===== config.mk =====
export PLATFORM = sky130hd
export DESIGN_NAME = half_duplex_uart_with_rx_fifo
export DESIGN_NICKNAME = d
export VERILOG_FILES = /design/src/design/hduart_pkg.sv /design/src/design/hduart_frame.sv /design/src/design/hduart_rxbuf.sv /design/src/design/hduart_skid.sv /design/src/design/half_duplex_uart_with_rx_fifo.sv
export VERILOG_INCLUDE_DIRS = /design/src /design/src/design
export SDC_FILE = /design/constraint.sdc
export NUM_CORES = 1
export LEC_CHECK = 0
export ABC_AREA = 1
export BUFFER_PORTS_ARGS = -buffer_cell sky130_fd_sc_hd__clkbuf_2
export CAP_MARGIN = 20
export CORE_MARGIN = 2
export CORE_UTILIZATION = 56
export DETAILED_ROUTE_END_ITERATION = 7
export PLACE_DENSITY = 0.87
export SYNTH_ARGS = -nofsm -noshare
export SYNTH_HDL_FRONTEND = slang
export SYNTH_SLANG_ARGS = --single-unit
export TNS_END_PERCENT = 50

===== constraint.sdc =====
create_clock -name clk -period 3.2 [get_ports clk]
set_input_delay 0.48 -clock clk [delete_from_list [all_inputs] [get_ports clk]]
set_output_delay 0.48 -clock clk [all_outputs]
set_load 0.02 [all_outputs]

===== src/design/assert_macros.svh =====
// Assertion macros shared by the RTL. Define NO_ASSERTIONS to compile them out.
`ifndef ASSERT_MACROS_SVH
`define ASSERT_MACROS_SVH

`ifndef NO_ASSERTIONS
// same-cycle implication
`define ASSERT_IMPLIES(label, clock, rst_n, ante, cons) \
	label: assert property (@(posedge clock) disable iff (!rst_n) (ante) |-> (cons)) \
		else $error("same-cycle implication violated");
// next-cycle implication
`define ASSERT_NEXT(label, clock, rst_n, ante, cons) \
	label: assert property (@(posedge clock) disable iff (!rst_n) (ante) |=> (cons)) \
		else $error("next-cycle implication violated");
`else
`define ASSERT_IMPLIES(label, clock, rst_n, ante, cons)
`define ASSERT_NEXT(label, clock, rst_n, ante, cons)
`endif

`endif


===== src/design/hduart_pkg.sv =====
package hduart_pkg;

	localparam int BUFFER_DEPTH = 16;
	localparam int SPAN         = 2 * BUFFER_DEPTH;
	localparam int PTR_W        = $clog2(SPAN);
	localparam int SLOT_W       = $clog2(BUFFER_DEPTH);
	localparam int AVAIL_W      = 5;
	localparam int PERIOD_W     = 16;
	localparam int CNT_W        = 4;

	localparam logic [PERIOD_W-1:0] BIT_PERIOD_RST   = 16'd416;
	localparam logic [PERIOD_W-1:0] START_PERIOD_RST = 16'd624;

	// bit counter values inside a frame
	localparam logic [CNT_W-1:0] TX_START_CNT = 4'd0;
	localparam logic [CNT_W-1:0] TX_STOP_CNT  = 4'd9;
	localparam logic [CNT_W-1:0] RX_FIRST_CNT = 4'd0;
	localparam logic [CNT_W-1:0] RX_LAST_CNT  = 4'd7;

	typedef enum logic [0:0] {
		REG_BIT_PERIOD   = 1'b0,
		REG_START_PERIOD = 1'b1
	} reg_idx_t;

	typedef enum logic [2:0] {
		ST_IDLE = 3'b001,
		ST_TX   = 3'b010,
		ST_RX   = 3'b100
	} state_t;

	typedef struct packed {
		logic       push;
		logic [7:0] push_byte;
	} push_t;

	typedef struct packed {
		logic  tx_level;
		logic  accepted;
		logic  busy;
		push_t store;
	} frame_res_t;

	typedef struct packed {
		logic [7:0]         read_byte;
		logic               read_valid;
		logic [AVAIL_W-1:0] avail;
		logic               dropped;
	} buf_res_t;

	typedef struct packed {
		logic               tx_level;
		logic               send_accepted;
		logic [7:0]         read_byte;
		logic               read_valid;
		logic [AVAIL_W-1:0] bytes_available;
		logic               busy_res;
		logic               rx_dropped;
	} res_t;

	function automatic logic [PTR_W-1:0] next_ptr(input logic [PTR_W-1:0] p);
		logic [PTR_W-1:0] r;
		if (p == PTR_W'(SPAN - 1)) r = '0;
		else r = p + 1'b1;
		return r;
	endfunction

	function automatic logic [SLOT_W-1:0] slot_of(input logic [PTR_W-1:0] p);
		logic [PTR_W-1:0] r;
		if (p >= PTR_W'(BUFFER_DEPTH)) r = p - PTR_W'(BUFFER_DEPTH);
		else r = p;
		return r[SLOT_W-1:0];
	endfunction

endpackage


===== src/design/hduart_frame.sv =====
module hduart_frame (
	input  logic                              clk,
	input  logic                              arst_n,
	input  logic                              en,
	input  logic                              rx_level,
	input  logic                              send_req,
	input  logic [7:0]                        send_byte,
	input  logic [hduart_pkg::PERIOD_W-1:0]   bit_period,
	input  logic [hduart_pkg::PERIOD_W-1:0]   start_period,
	output hduart_pkg::frame_res_t            fres
);
	import hduart_pkg::*;

	state_t              state_q, state_d;
	logic [CNT_W-1:0]    cnt_q, cnt_d;
	logic [PERIOD_W-1:0] timer_q, timer_d;
	logic [PERIOD_W-1:0] cmp_q, cmp_d;
	logic [7:0]          shift_q, shift_d;
	logic                line_q, line_d;
	logic                prev_q, prev_d;

	always_comb begin
		state_d = state_q;
		cnt_d   = cnt_q;
		timer_d = timer_q;
		cmp_d   = cmp_q;
		shift_d = shift_q;
		line_d  = line_q;
		prev_d  = prev_q;
		fres    = '0;
		if (en) begin
			unique case (state_q)
				ST_IDLE: begin
					if (send_req) begin
						shift_d       = send_byte;
						state_d       = ST_TX;
						cnt_d         = TX_START_CNT;
						cmp_d         = bit_period;
						timer_d       = '0;
						fres.accepted = 1'b1;
					end else if (prev_q && !rx_level) begin
						state_d = ST_RX;
						cnt_d   = RX_FIRST_CNT;
						cmp_d   = start_period;
						timer_d = '0;
					end
				end
				ST_TX: begin
					if (timer_q == cmp_q) begin
						timer_d = '0;
						priority if (cnt_q == TX_START_CNT) begin
							line_d = 1'b0;
							cnt_d  = cnt_q + 1'b1;
						end else if (cnt_q == TX_STOP_CNT) begin
							line_d  = 1'b1;
							state_d = ST_IDLE;
						end else begin
							line_d  = shift_q[0];
							shift_d = {1'b0, shift_q[7:1]};
							cnt_d   = cnt_q + 1'b1;
						end
					end else begin
						timer_d = timer_q + 1'b1;
					end
				end
				ST_RX: begin
					if (timer_q == cmp_q) begin
						timer_d = '0;
						if (cnt_q == RX_FIRST_CNT) cmp_d = bit_period;
						shift_d = {rx_level, shift_q[7:1]};
						if (cnt_q == RX_LAST_CNT) begin
							fres.store.push      = 1'b1;
							fres.store.push_byte = shift_d;
							state_d              = ST_IDLE;
						end else begin
							cnt_d = cnt_q + 1'b1;
						end
					end else begin
						timer_d = timer_q + 1'b1;
					end
				end
				default: state_d = ST_IDLE;
			endcase
			prev_d = rx_level;
		end
		fres.tx_level = line_d;
		fres.busy     = (state_d != ST_IDLE);
	end

	always_ff @(posedge clk or negedge arst_n) begin
		if (!arst_n) begin
			state_q <= ST_IDLE;
			cnt_q   <= '0;
			timer_q <= '0;
			cmp_q   <= BIT_PERIOD_RST;
			shift_q <= '0;
			line_q  <= 1'b1;
			prev_q  <= 1'b1;
		end else begin
			state_q <= state_d;
			cnt_q   <= cnt_d;
			timer_q <= timer_d;
			cmp_q   <= cmp_d;
			shift_q <= shift_d;
			line_q  <= line_d;
			prev_q  <= prev_d;
		end
	end

endmodule


===== src/design/hduart_rxbuf.sv =====
module hduart_rxbuf (
	input  logic                   clk,
	input  logic                   arst_n,
	input  logic                   en,
	input  logic                   read_req,
	input  hduart_pkg::push_t      store,
	output hduart_pkg::buf_res_t   bres
);
	import hduart_pkg::*;

	logic [7:0]       store_q [BUFFER_DEPTH];
	logic [PTR_W-1:0] wr_q, wr_d;
	logic [PTR_W-1:0] rd_q, rd_d;
	logic [PTR_W-1:0] fill, fill_mid, fill_end;
	logic             do_write;

	always_comb begin
		wr_d     = wr_q;
		rd_d     = rd_q;
		do_write = 1'b0;
		bres     = '0;
		if (wr_q >= rd_q) fill = wr_q - rd_q;
		else fill = wr_q + PTR_W'(SPAN) - rd_q;
		fill_mid = fill;
		// serve the read first so it frees a slot for this tick's store
		if (en && read_req && (fill != '0)) begin
			bres.read_byte  = store_q[slot_of(rd_q)];
			bres.read_valid = 1'b1;
			rd_d            = next_ptr(rd_q);
			fill_mid        = fill - 1'b1;
		end
		fill_end = fill_mid;
		if (en && store.push) begin
			if (fill_mid < PTR_W'(BUFFER_DEPTH)) begin
				do_write = 1'b1;
				wr_d     = next_ptr(wr_q);
				fill_end = fill_mid + 1'b1;
			end else begin
				bres.dropped = 1'b1;
			end
		end
		bres.avail = AVAIL_W'(fill_end);
	end

	always_ff @(posedge clk or negedge arst_n) begin
		if (!arst_n) begin
			wr_q <= '0;
			rd_q <= '0;
		end else begin
			wr_q <= wr_d;
			rd_q <= rd_d;
		end
	end

	always_ff @(posedge clk) begin
		if (do_write) store_q[slot_of(wr_q)] <= store.push_byte;
	end

endmodule


===== src/design/hduart_skid.sv =====
module hduart_skid (
	input  logic              clk,
	input  logic              arst_n,
	input  logic              res_valid,
	input  hduart_pkg::res_t  res,
	input  logic              out_stall,
	output logic              out_valid,
	output hduart_pkg::res_t  out_res,
	output logic              full
);
	import hduart_pkg::*;

	logic out_valid_q, full_q;
	res_t out_q, skid_q;
	logic take;
	logic load_out, load_skid;

	assign take = out_valid_q && !out_stall;

	always_comb begin
		load_out  = 1'b0;
		load_skid = 1'b0;
		if (!full_q && res_valid) begin
			if (!out_valid_q || take) load_out = 1'b1;
			else load_skid = 1'b1;
		end
	end

	always_ff @(posedge clk or negedge arst_n) begin
		if (!arst_n) begin
			out_valid_q <= 1'b0;
			full_q      <= 1'b0;
		end else begin
			if (full_q) begin
				if (take) full_q <= 1'b0;
			end else if (load_skid) begin
				full_q <= 1'b1;
			end
			if (load_out) out_valid_q <= 1'b1;
			else if (take && !full_q) out_valid_q <= 1'b0;
		end
	end

	always_ff @(posedge clk) begin
		if (full_q && take) out_q <= skid_q;
		else if (load_out) out_q <= res;
		if (load_skid) skid_q <= res;
	end

	assign out_valid = out_valid_q;
	assign out_res   = out_q;
	assign full      = full_q;

endmodule


===== src/design/half_duplex_uart_with_rx_fifo.sv =====
// Channel   Direction  Handshake             Payload
// in        request    in_valid / in_stall   rx_level, send_req, send_byte, read_req
// out       result     out_valid / out_stall tx_level, send_accepted, read_byte, read_valid,
//                                            bytes_available, busy_res, rx_dropped
// cfg       write      cfg_we                cfg_index, cfg_data
//
// Each request is one timer tick and passes once through the frame and buffer logic,
// so one request can enter every clock while in_stall is low. A result travels from
// the input stage register through the frame sequencer and ring buffer into the
// output register, where out_valid rises.
// Reset clears all control state, loads the period registers with their defaults
// and leaves the line idle high; no clearing pass is needed.
// A stalled output parks one result in a skid register; in_stall rises only once
// that skid register is occupied and a request waits in the input stage.
`include "assert_macros.svh"

module half_duplex_uart_with_rx_fifo (
	input  logic                                clk,
	input  logic                                arst_n,
	// request channel
	input  logic                                in_valid,
	output logic                                in_stall,
	input  logic                                rx_level,
	input  logic                                send_req,
	input  logic [7:0]                          send_byte,
	input  logic                                read_req,
	// result channel
	output logic                                out_valid,
	input  logic                                out_stall,
	output logic                                tx_level,
	output logic                                send_accepted,
	output logic [7:0]                          read_byte,
	output logic                                read_valid,
	output logic [hduart_pkg::AVAIL_W-1:0]      bytes_available,
	output logic                                busy_res,
	output logic                                rx_dropped,
	// configuration writes
	input  logic                                cfg_we,
	input  hduart_pkg::reg_idx_t                cfg_index,
	input  logic [hduart_pkg::PERIOD_W-1:0]     cfg_data
);
	import hduart_pkg::*;

	// period registers; a running frame picks up a change at its next timer load
	logic [PERIOD_W-1:0] bit_period_q, start_period_q;

	// input stage
	logic       v_s1;
	logic       rx_level_s1, send_req_s1, read_req_s1;
	logic [7:0] send_byte_s1;

	logic       accept, advance, skid_full;
	frame_res_t fres;
	buf_res_t   bres;
	res_t       res, out_res;

	always_ff @(posedge clk or negedge arst_n) begin
		if (!arst_n) begin
			bit_period_q   <= BIT_PERIOD_RST;
			start_period_q <= START_PERIOD_RST;
		end else if (cfg_we) begin
			unique case (cfg_index)
				REG_BIT_PERIOD:   bit_period_q   <= cfg_data;
				REG_START_PERIOD: start_period_q <= cfg_data;
				default: ;
			endcase
		end
	end

	// hold the stage request only while the skid register is occupied
	assign advance  = v_s1 && !skid_full;
	assign in_stall = v_s1 && skid_full;
	assign accept   = in_valid && !in_stall;

	always_ff @(posedge clk or negedge arst_n) begin
		if (!arst_n) begin
			v_s1 <= 1'b0;
		end else begin
			v_s1 <= accept || (v_s1 && !advance);
		end
	end

	always_ff @(posedge clk) begin
		if (accept) begin
			rx_level_s1  <= rx_level;
			send_req_s1  <= send_req;
			send_byte_s1 <= send_byte;
			read_req_s1  <= read_req;
		end
	end

	// advance the frame sequencer and bit timer by one tick
	hduart_frame u_frame (
		.clk          (clk),
		.arst_n       (arst_n),
		.en           (advance),
		.rx_level     (rx_level_s1),
		.send_req     (send_req_s1),
		.send_byte    (send_byte_s1),
		.bit_period   (bit_period_q),
		.start_period (start_period_q),
		.fres         (fres)
	);

	// pop first, then store the received byte or drop it when full
	hduart_rxbuf u_rxbuf (
		.clk      (clk),
		.arst_n   (arst_n),
		.en       (advance),
		.read_req (read_req_s1),
		.store    (fres.store),
		.bres     (bres)
	);

	always_comb begin
		res.tx_level        = fres.tx_level;
		res.send_accepted   = fres.accepted;
		res.read_byte       = bres.read_byte;
		res.read_valid      = bres.read_valid;
		res.bytes_available = bres.avail;
		res.busy_res        = fres.busy;
		res.rx_dropped      = bres.dropped;
	end

	hduart_skid u_skid (
		.clk       (clk),
		.arst_n    (arst_n),
		.res_valid (advance),
		.res       (res),
		.out_stall (out_stall),
		.out_valid (out_valid),
		.out_res   (out_res),
		.full      (skid_full)
	);

	assign tx_level        = out_res.tx_level;
	assign send_accepted   = out_res.send_accepted;
	assign read_byte       = out_res.read_byte;
	assign read_valid      = out_res.read_valid;
	assign bytes_available = out_res.bytes_available;
	assign busy_res        = out_res.busy_res;
	assign rx_dropped      = out_res.rx_dropped;

	// a parked result always has a result in front of it
	`ASSERT_IMPLIES(a_skid_behind_out, clk, arst_n, skid_full, out_valid)
	// an empty pop returns zero
	`ASSERT_IMPLIES(a_empty_read_zero, clk, arst_n, out_valid && !read_valid, read_byte == 8'd0)
	// an accepted send starts a frame with the line still idle high
	`ASSERT_IMPLIES(a_send_starts_frame, clk, arst_n, out_valid && send_accepted, busy_res && tx_level)
	// a drop leaves the buffer full and ends the receive frame
	`ASSERT_IMPLIES(a_drop_when_full, clk, arst_n, out_valid && rx_dropped, (bytes_available == AVAIL_W'(BUFFER_DEPTH)) && !busy_res)

endmodule


* Word-level counts from Yosys, hierarchy flattened
Memory sizes are Yosys's and may differ from the RTL's.
Cells that the tools add are included.
** Cells by class
- Add/sub/neg operators :: 9
- Magnitude comparators :: 3
- Eq/ne operators :: 18
- Muxes and demuxes :: 71
- Bitwise operators :: 1
- Reductions and logical operators :: 35
** Operators with widths (number)
- two-way mux 16 bit :: 7
- case mux 16 bit (2 select lines) :: 2
- two-way mux 9 bit :: 5
- two-way mux 4 bit :: 11
- two-way mux 8 bit :: 5
- two-way mux 18 bit :: 2
- two-way mux 5 bit :: 5
- two-way mux 3 bit :: 8
- case mux 8 bit (3 select lines) :: 1
- two-way mux 1 bit :: 23
- adder 16 x 1 -> 16 bit (second input constant) :: 1
- == test 16 bit :: 1
- adder 5 x 1 -> 5 bit (second input constant) :: 3
- AND reduction 7 bit :: 2
- logical AND 1 bit :: 12
- case mux 4 bit (3 select lines) :: 1
- == test 5 bit (second input constant) :: 2
- greater-or-equal comparator 5 bit (second input constant) :: 2
- case mux 3 bit (3 select lines) :: 1
- inequality test 2 bit (second input constant) :: 4
- nonzero test 2 bit :: 4
- subtractor 4 x 1 -> 4 bit (second input constant) :: 2
- zero test 1 bit :: 6
- inequality test 2 x 1 -> 1 bit (second input constant) :: 3
- other kinds (20) :: 24
** Storage, ports and cells
- Flip-flop bits (word level) :: 141
- Memory bits (writable) :: 128
- Output and inout port bits :: 20
- Word-level logic and storage cells :: 170
- Memories :: 1
** Memories
- u_rxbuf.store_q :: words 16, bits a word 8, read ports 1, clocked after memory_dff 0, wr ports 1, RTL line hduart_rxbuf.sv:11 : logic [7:0] store_q [BUFFER_DEPTH];

* Depth between registers and ports, before layout
- Word-level depth :: 10
- Gate-level depth with buffers :: 20
- Gate-level depth less buffers :: 20

* By module
From an unflattened synthesis, not the netlist that was laid out.
** Second synthesis, totals
- Cells, all modules :: 1214
- Area, all modules :: 12577.1 µm²
** Modules (own cells, without submodules)
- hduart_rxbuf :: instances 1, cells an instance 510, area each 6122.1 µm²
- hduart_frame :: instances 1, cells an instance 433, area each 3255.6 µm²
- half_duplex_uart_with_rx_fifo :: instances 1, cells an instance 159, area each 1710.4 µm²
- hduart_skid :: instances 1, cells an instance 112, area each 1488.9 µm²

* Least setup slack after synthesis
Ideal clock, no wire load.
- Kind :: flip-flop to flip-flop
- Start :: register u_rxbuf.rd_q[1]
- End :: memory u_rxbuf.store_q[0][0], enable pin
- Data arrival time :: 2820 ps
- Data required time :: 2830 ps
- Path slack :: 10 ps
- Cell stages (with the launch flop) :: 15
- Buffers on the path :: 2
- Cells stage by stage :: dfrtp_1 -> inv_1 -> clkbuf_1 -> clkbuf_1 -> fa_1 -> inv_1 -> ha_1 -> inv_1 -> nor2_1 -> nand2_2 -> nand4_1 -> nand2_4 -> nor2_8 -> nand2_1 -> nor2_1
** Between the ends
- Cells in the longest elaborated chain, start to end :: 9
** Ends and longest elaborated chain
- start: declaration :: RTL line hduart_rxbuf.sv:13 : logic [PTR_W-1:0] rd_q, rd_d;
- start signal: assignment :: RTL line hduart_rxbuf.sv:51 : rd_q <= rd_d;
- subtractor 5 bit * :: RTL line hduart_rxbuf.sv:22, hduart_rxbuf.sv:23
- parallel branches: the longest is 2 deep, another holds subtractor 5 x 1 -> 5 bit
- two-way mux 5 bit * :: RTL line hduart_rxbuf.sv:26 : if (en && read_req && (fill != '0)) begin
- less-than comparator 5 bit * :: RTL line hduart_rxbuf.sv:34 : if (fill_mid < PTR_W'(BUFFER_DEPTH)) begin
- two-way mux 1 bit * :: RTL line hduart_rxbuf.sv:34
- two-way mux 1 bit * :: RTL line hduart_rxbuf.sv:33 : if (en && store.push) begin
- two-way mux 1 bit * :: RTL line hduart_rxbuf.sv:56 : if (do_write) store_q[slot_of(wr_q)] <= store.push_byte;
- two-way mux 1 bit (not written as such) * :: RTL line hduart_rxbuf.sv:56
- end: declaration :: RTL line hduart_rxbuf.sv:11
Every way passes the cells marked *.

* Final worst setup path
- Start :: register u_rxbuf.wr_q[0]
- End :: memory u_rxbuf.store_q[14][0], enable pin
** Between the ends
- Cells in the longest elaborated chain, start to end :: 9
** Ends and longest elaborated chain
- start: declaration :: RTL line hduart_rxbuf.sv:12 : logic [PTR_W-1:0] wr_q, wr_d;
- start signal: assignment :: RTL line hduart_rxbuf.sv:50 : wr_q <= wr_d;
- parallel branches: the longest is 9 deep, another holds subtractor 5 bit
Parallel ways; which one is timed is not known. The select of a mux whose other input is x is not followed.

==> flow_metrics.tcl <==
set metrics [dict create \
    numCtsBuffers 26 \
    synthTopCellsByArea "edfxtp_1 (44%), dfrtp_1 (17%), nand2_1 (8.7%)" \
    clock_skew_ns 0.0189 \
    wl_per_cell_um 18.3 \
    area_delta_synth_final_pct 13.9 \
    min_period_ns 3.07 \
    synth_top_area_share_pct 43.8 \
    ys_seq_area_share_pct 63.6 \
    fin_crit_sh_pct 96.1 \
    ant_nets 0 \
    netlist_area_um2 12000 \
    use_met3_pct 4.09 \
    gp_congestion 0.854 \
    powerDensity_nw_per_um2 664 \
    use_met2_pct 41.9 \
    cts_tree "built" \
    finalSetupViolations 0 \
    cts-root-buf "clkbuf_16" \
    synthCells 1151 \
    async_reset_ff_share_pct 34.9 \
    clkLatencyLatePin_ns 0.54 \
    pin_count 53 \
    max-vdd-ir-drop_uv 402 \
    syn_avg_cell_area_um2 10.4 \
    multi_input_area_um2 3790 \
    dr.first_iter.drc_count 951 \
    yosys_register_bits 269 \
    synth_top_area_cell "edfxtp_1" \
    path_class "reg2reg" \
    chipWidth_um 150 \
    maxSlewHeadroom_pct 29.3 \
    grt-ovfl-total 0 \
    worstPathRequired_ns 3.44 \
    coreArea_um2 21000 \
    path_max_fanout 8 \
    antenna_cells 0 \
    totalWireLength_um 28000 \
    fp-row-count 53 \
    dieArea_um2 22600 \
    initial_core_util_pct 57.0 \
    yosysWarnings 0 \
    drv_cap 0 \
    grt_pass1_wl_um 44200 \
    synth.distinct_cells 48 \
    met1_usage_pct 33.3 \
    power.leakage_nw 5.70 \
    syn_nets 1202 \
    die_y_um 150 \
    clkSinkCount 269 \
    fillers 1491 \
    grt_max_degree 68 \
    seqCellArea_um2 7620 \
    via_per_inst 5.86 \
    report.final.slew_viol_count 0 \
    clock_path_buffers 3 \
    firstDrtPassIters 5 \
    grt_pass1_vias 8634 \
    busiest_layer "met2" \
    fin_util_pct 64.9 \
    nNetsFinal 1287 \
    hold_viol 0 \
    synth_edf_count 175 \
    drive_gt1_share_pct 15.9 \
    antenna_found_initial 0 \
    dr_total_vias 8966 \
    path_clk_slew_ns 0.06 \
    hpwl_um 17700 \
    synth_top_flop_cell "edfxtp_1" \
    crit_path_end_kind "flip-flop" \
    io_buffers 52 \
    cp_data_arrival_time_ns 3.32 \
    start_kind "flip-flop" \
    hold_path.class "in2reg" \
    grt_use_total_pct 25.0 \
    htreeDepth 1 \
    worstMarginPinSlew_ns 1.06 \
    outcome "complete, no violations" \
    total_power_mw 9.06 \
    clock.fmax_mhz 325 \
    drc 0 \
]
==> synth_stat cells, drive strengths merged (2+ instances only) <==
library cell  instances
nor2                108
ha                   17
clkinv                3
a21oi                76
edfxtp              175
and2                  4
nand3                43
dfstp                13
a31oi                 4
nand2               289
a211oi                2
nor3                 10
a32o                 12
a22oi                15
o31ai                15
o22ai                 5
o21ai                77
o211ai                9
xor2                 14
nand4                10
xnor2                 8
mux2                  2
buf                  15
a32oi                 2
dfrtp                81
clkbuf               30
inv                 105
==> sequential cells by signal, summed over array words and instances, names as in the netlist, 4 cells and up <==
| name | count |
|---|---|
| u_skid.out_res | 18 |
| u_frame.timer_q | 16 |
| u_frame.cmp_q | 16 |
| u_frame.shift_q | 8 |
| bit_period_q | 16 |
| u_frame.cnt_q | 4 |
| u_rxbuf.store_q | 128 |
| u_rxbuf.wr_q | 5 |
| u_skid.skid_q | 18 |
| send_byte_s1 | 8 |
| start_period_q | 16 |
| u_rxbuf.rd_q | 5 |
==> power by group <==
group | switching (mW) | internal [mW] | total, mW | leakage [nW]
registers | 0.220 | 4.19 | 4.41 | 2.52
clock network | 1.27 | 1.71 | 2.97 | 0.405
logic | 1.16 | 0.515 | 1.68 | 2.78
==> cell usage in the layout (no fill, tap or decap), types with 3 or more instances in the layout <==
master,Yosys,routed
a21oi_1,75,74
clkbuf_1,30,5
xnor2_1,8,8
dfrtp_1,81,80
nand3_1,43,43
nor2_4,4,4
edfxtp_1,175,175
nor2_2,6,8
inv_2,7,8
nor3_1,8,8
a31oi_1,4,4
nand2_2,8,11
nand2_1,277,273
o31ai_1,15,15
clkbuf_8,0,4
o21ai_0,72,72
nor2_1,96,94
o211ai_1,8,8
clkinv_1,3,8
ha_1,17,17
dfstp_2,13,13
clkbuf_16,0,27
a22oi_1,15,15
and2_1,3,3
nand4_1,10,10
o22ai_1,5,5
nand2_4,4,5
inv_1,98,97
o21ai_1,5,5
a32o_1,12,12
buf_4,1,48
clkinv_2,0,4
clkbuf_2,0,51
xor2_1,14,13
==> metrics by stage <==
stage / setup TNS (ns) / instance area (um2) / std cells / worst slack [ns] / hold WS (ns)
floorplan: 0 / 12000 / 1151 / 0.0100 / 0.184
global placement: 0 / 12700 / 1476 / 0.216 / 0.465
detailed placement: 0 / 12700 / 1476 / 0.0683 / 0.468
CTS: 0 / 13600 / 1524 / 0.0502 / 0.109
global route: -0.216 / 13600 / 1530 / -0.0246 / 0.109
finish: 0 / 13600 / 1530 / 0.126 / 0.115
==> metal layers <==
metal	wire length [um]	share of wire (%)
met1	11000	39
met2	13700	49
met4	848	3.0
met3	2380	8.5
met5	0	0
==> area by class of cell <==
cell class | count | share of cell area [%]
clock buffers | 36 | 5.49
clock inverters | 11 | 0.559
inverters | 108 | 2.97
multi-input cells | 729 | 27.8
flip-flops and latches | 269 | 55.9
well taps | 275 | 2.52
repair buffers | 102 | 4.81
==> final timing paths <==
kind | slack, ns | cells past startpoint | startpoint | to
worst max register to register | 0.13 | 15 | u_rxbuf.wr_q[0] | u_rxbuf.store_q[14][0]
worst min-delay path | 0.12 | 1 | send_byte[4] | send_byte_s1[4]
worst min register to register | 0.48 | 2 | bit_period_q[12] | bit_period_q[12]
max in group asynchronous | 1.89 | 3 | arst_n | u_frame.state_q[0]
worst max-delay path | 0.13 | 15 | u_rxbuf.wr_q[0] | u_rxbuf.store_q[14][0]
min in group asynchronous | 0.48 | 2 | arst_n | u_rxbuf.rd_q[1]
==> critical path, stage by stage (launching register included) <==
cell,delay [ns]
dfrtp_1,0.43
inv_2,0.11
ha_1,0.14
inv_1,0.06
fa_1,0.48
xor2_2,0.23
inv_1,0.13
nand3_1,0.12
nor2_2,0.13
nand3_1,0.09
nand2_1,0.12
nand2_4,0.10
nor2_8,0.20
nand2_2,0.14
nor2_1,0.13
buf_4,0.19
==> what timing repair did <==
item	CTS	global route
resized for setup	0	10
setup buffers	0	6
endpoints found under the hold margin	31	0
setup endpoints to repair	0	128
hold buffers	1	0
==> cells by family after synthesis <==
group	share of synthesized area [%]
multiplexers	0.188
flip-flops	63.6
adder cells (fa/ha/maj)	1.94
buffers and inverters	5.02
XOR/XNOR	1.61
AO/OA/AOI/OAI	10.9
AND/OR/NAND/NOR	16.7
Note: power is estimated with default switching activity, not from simulation.
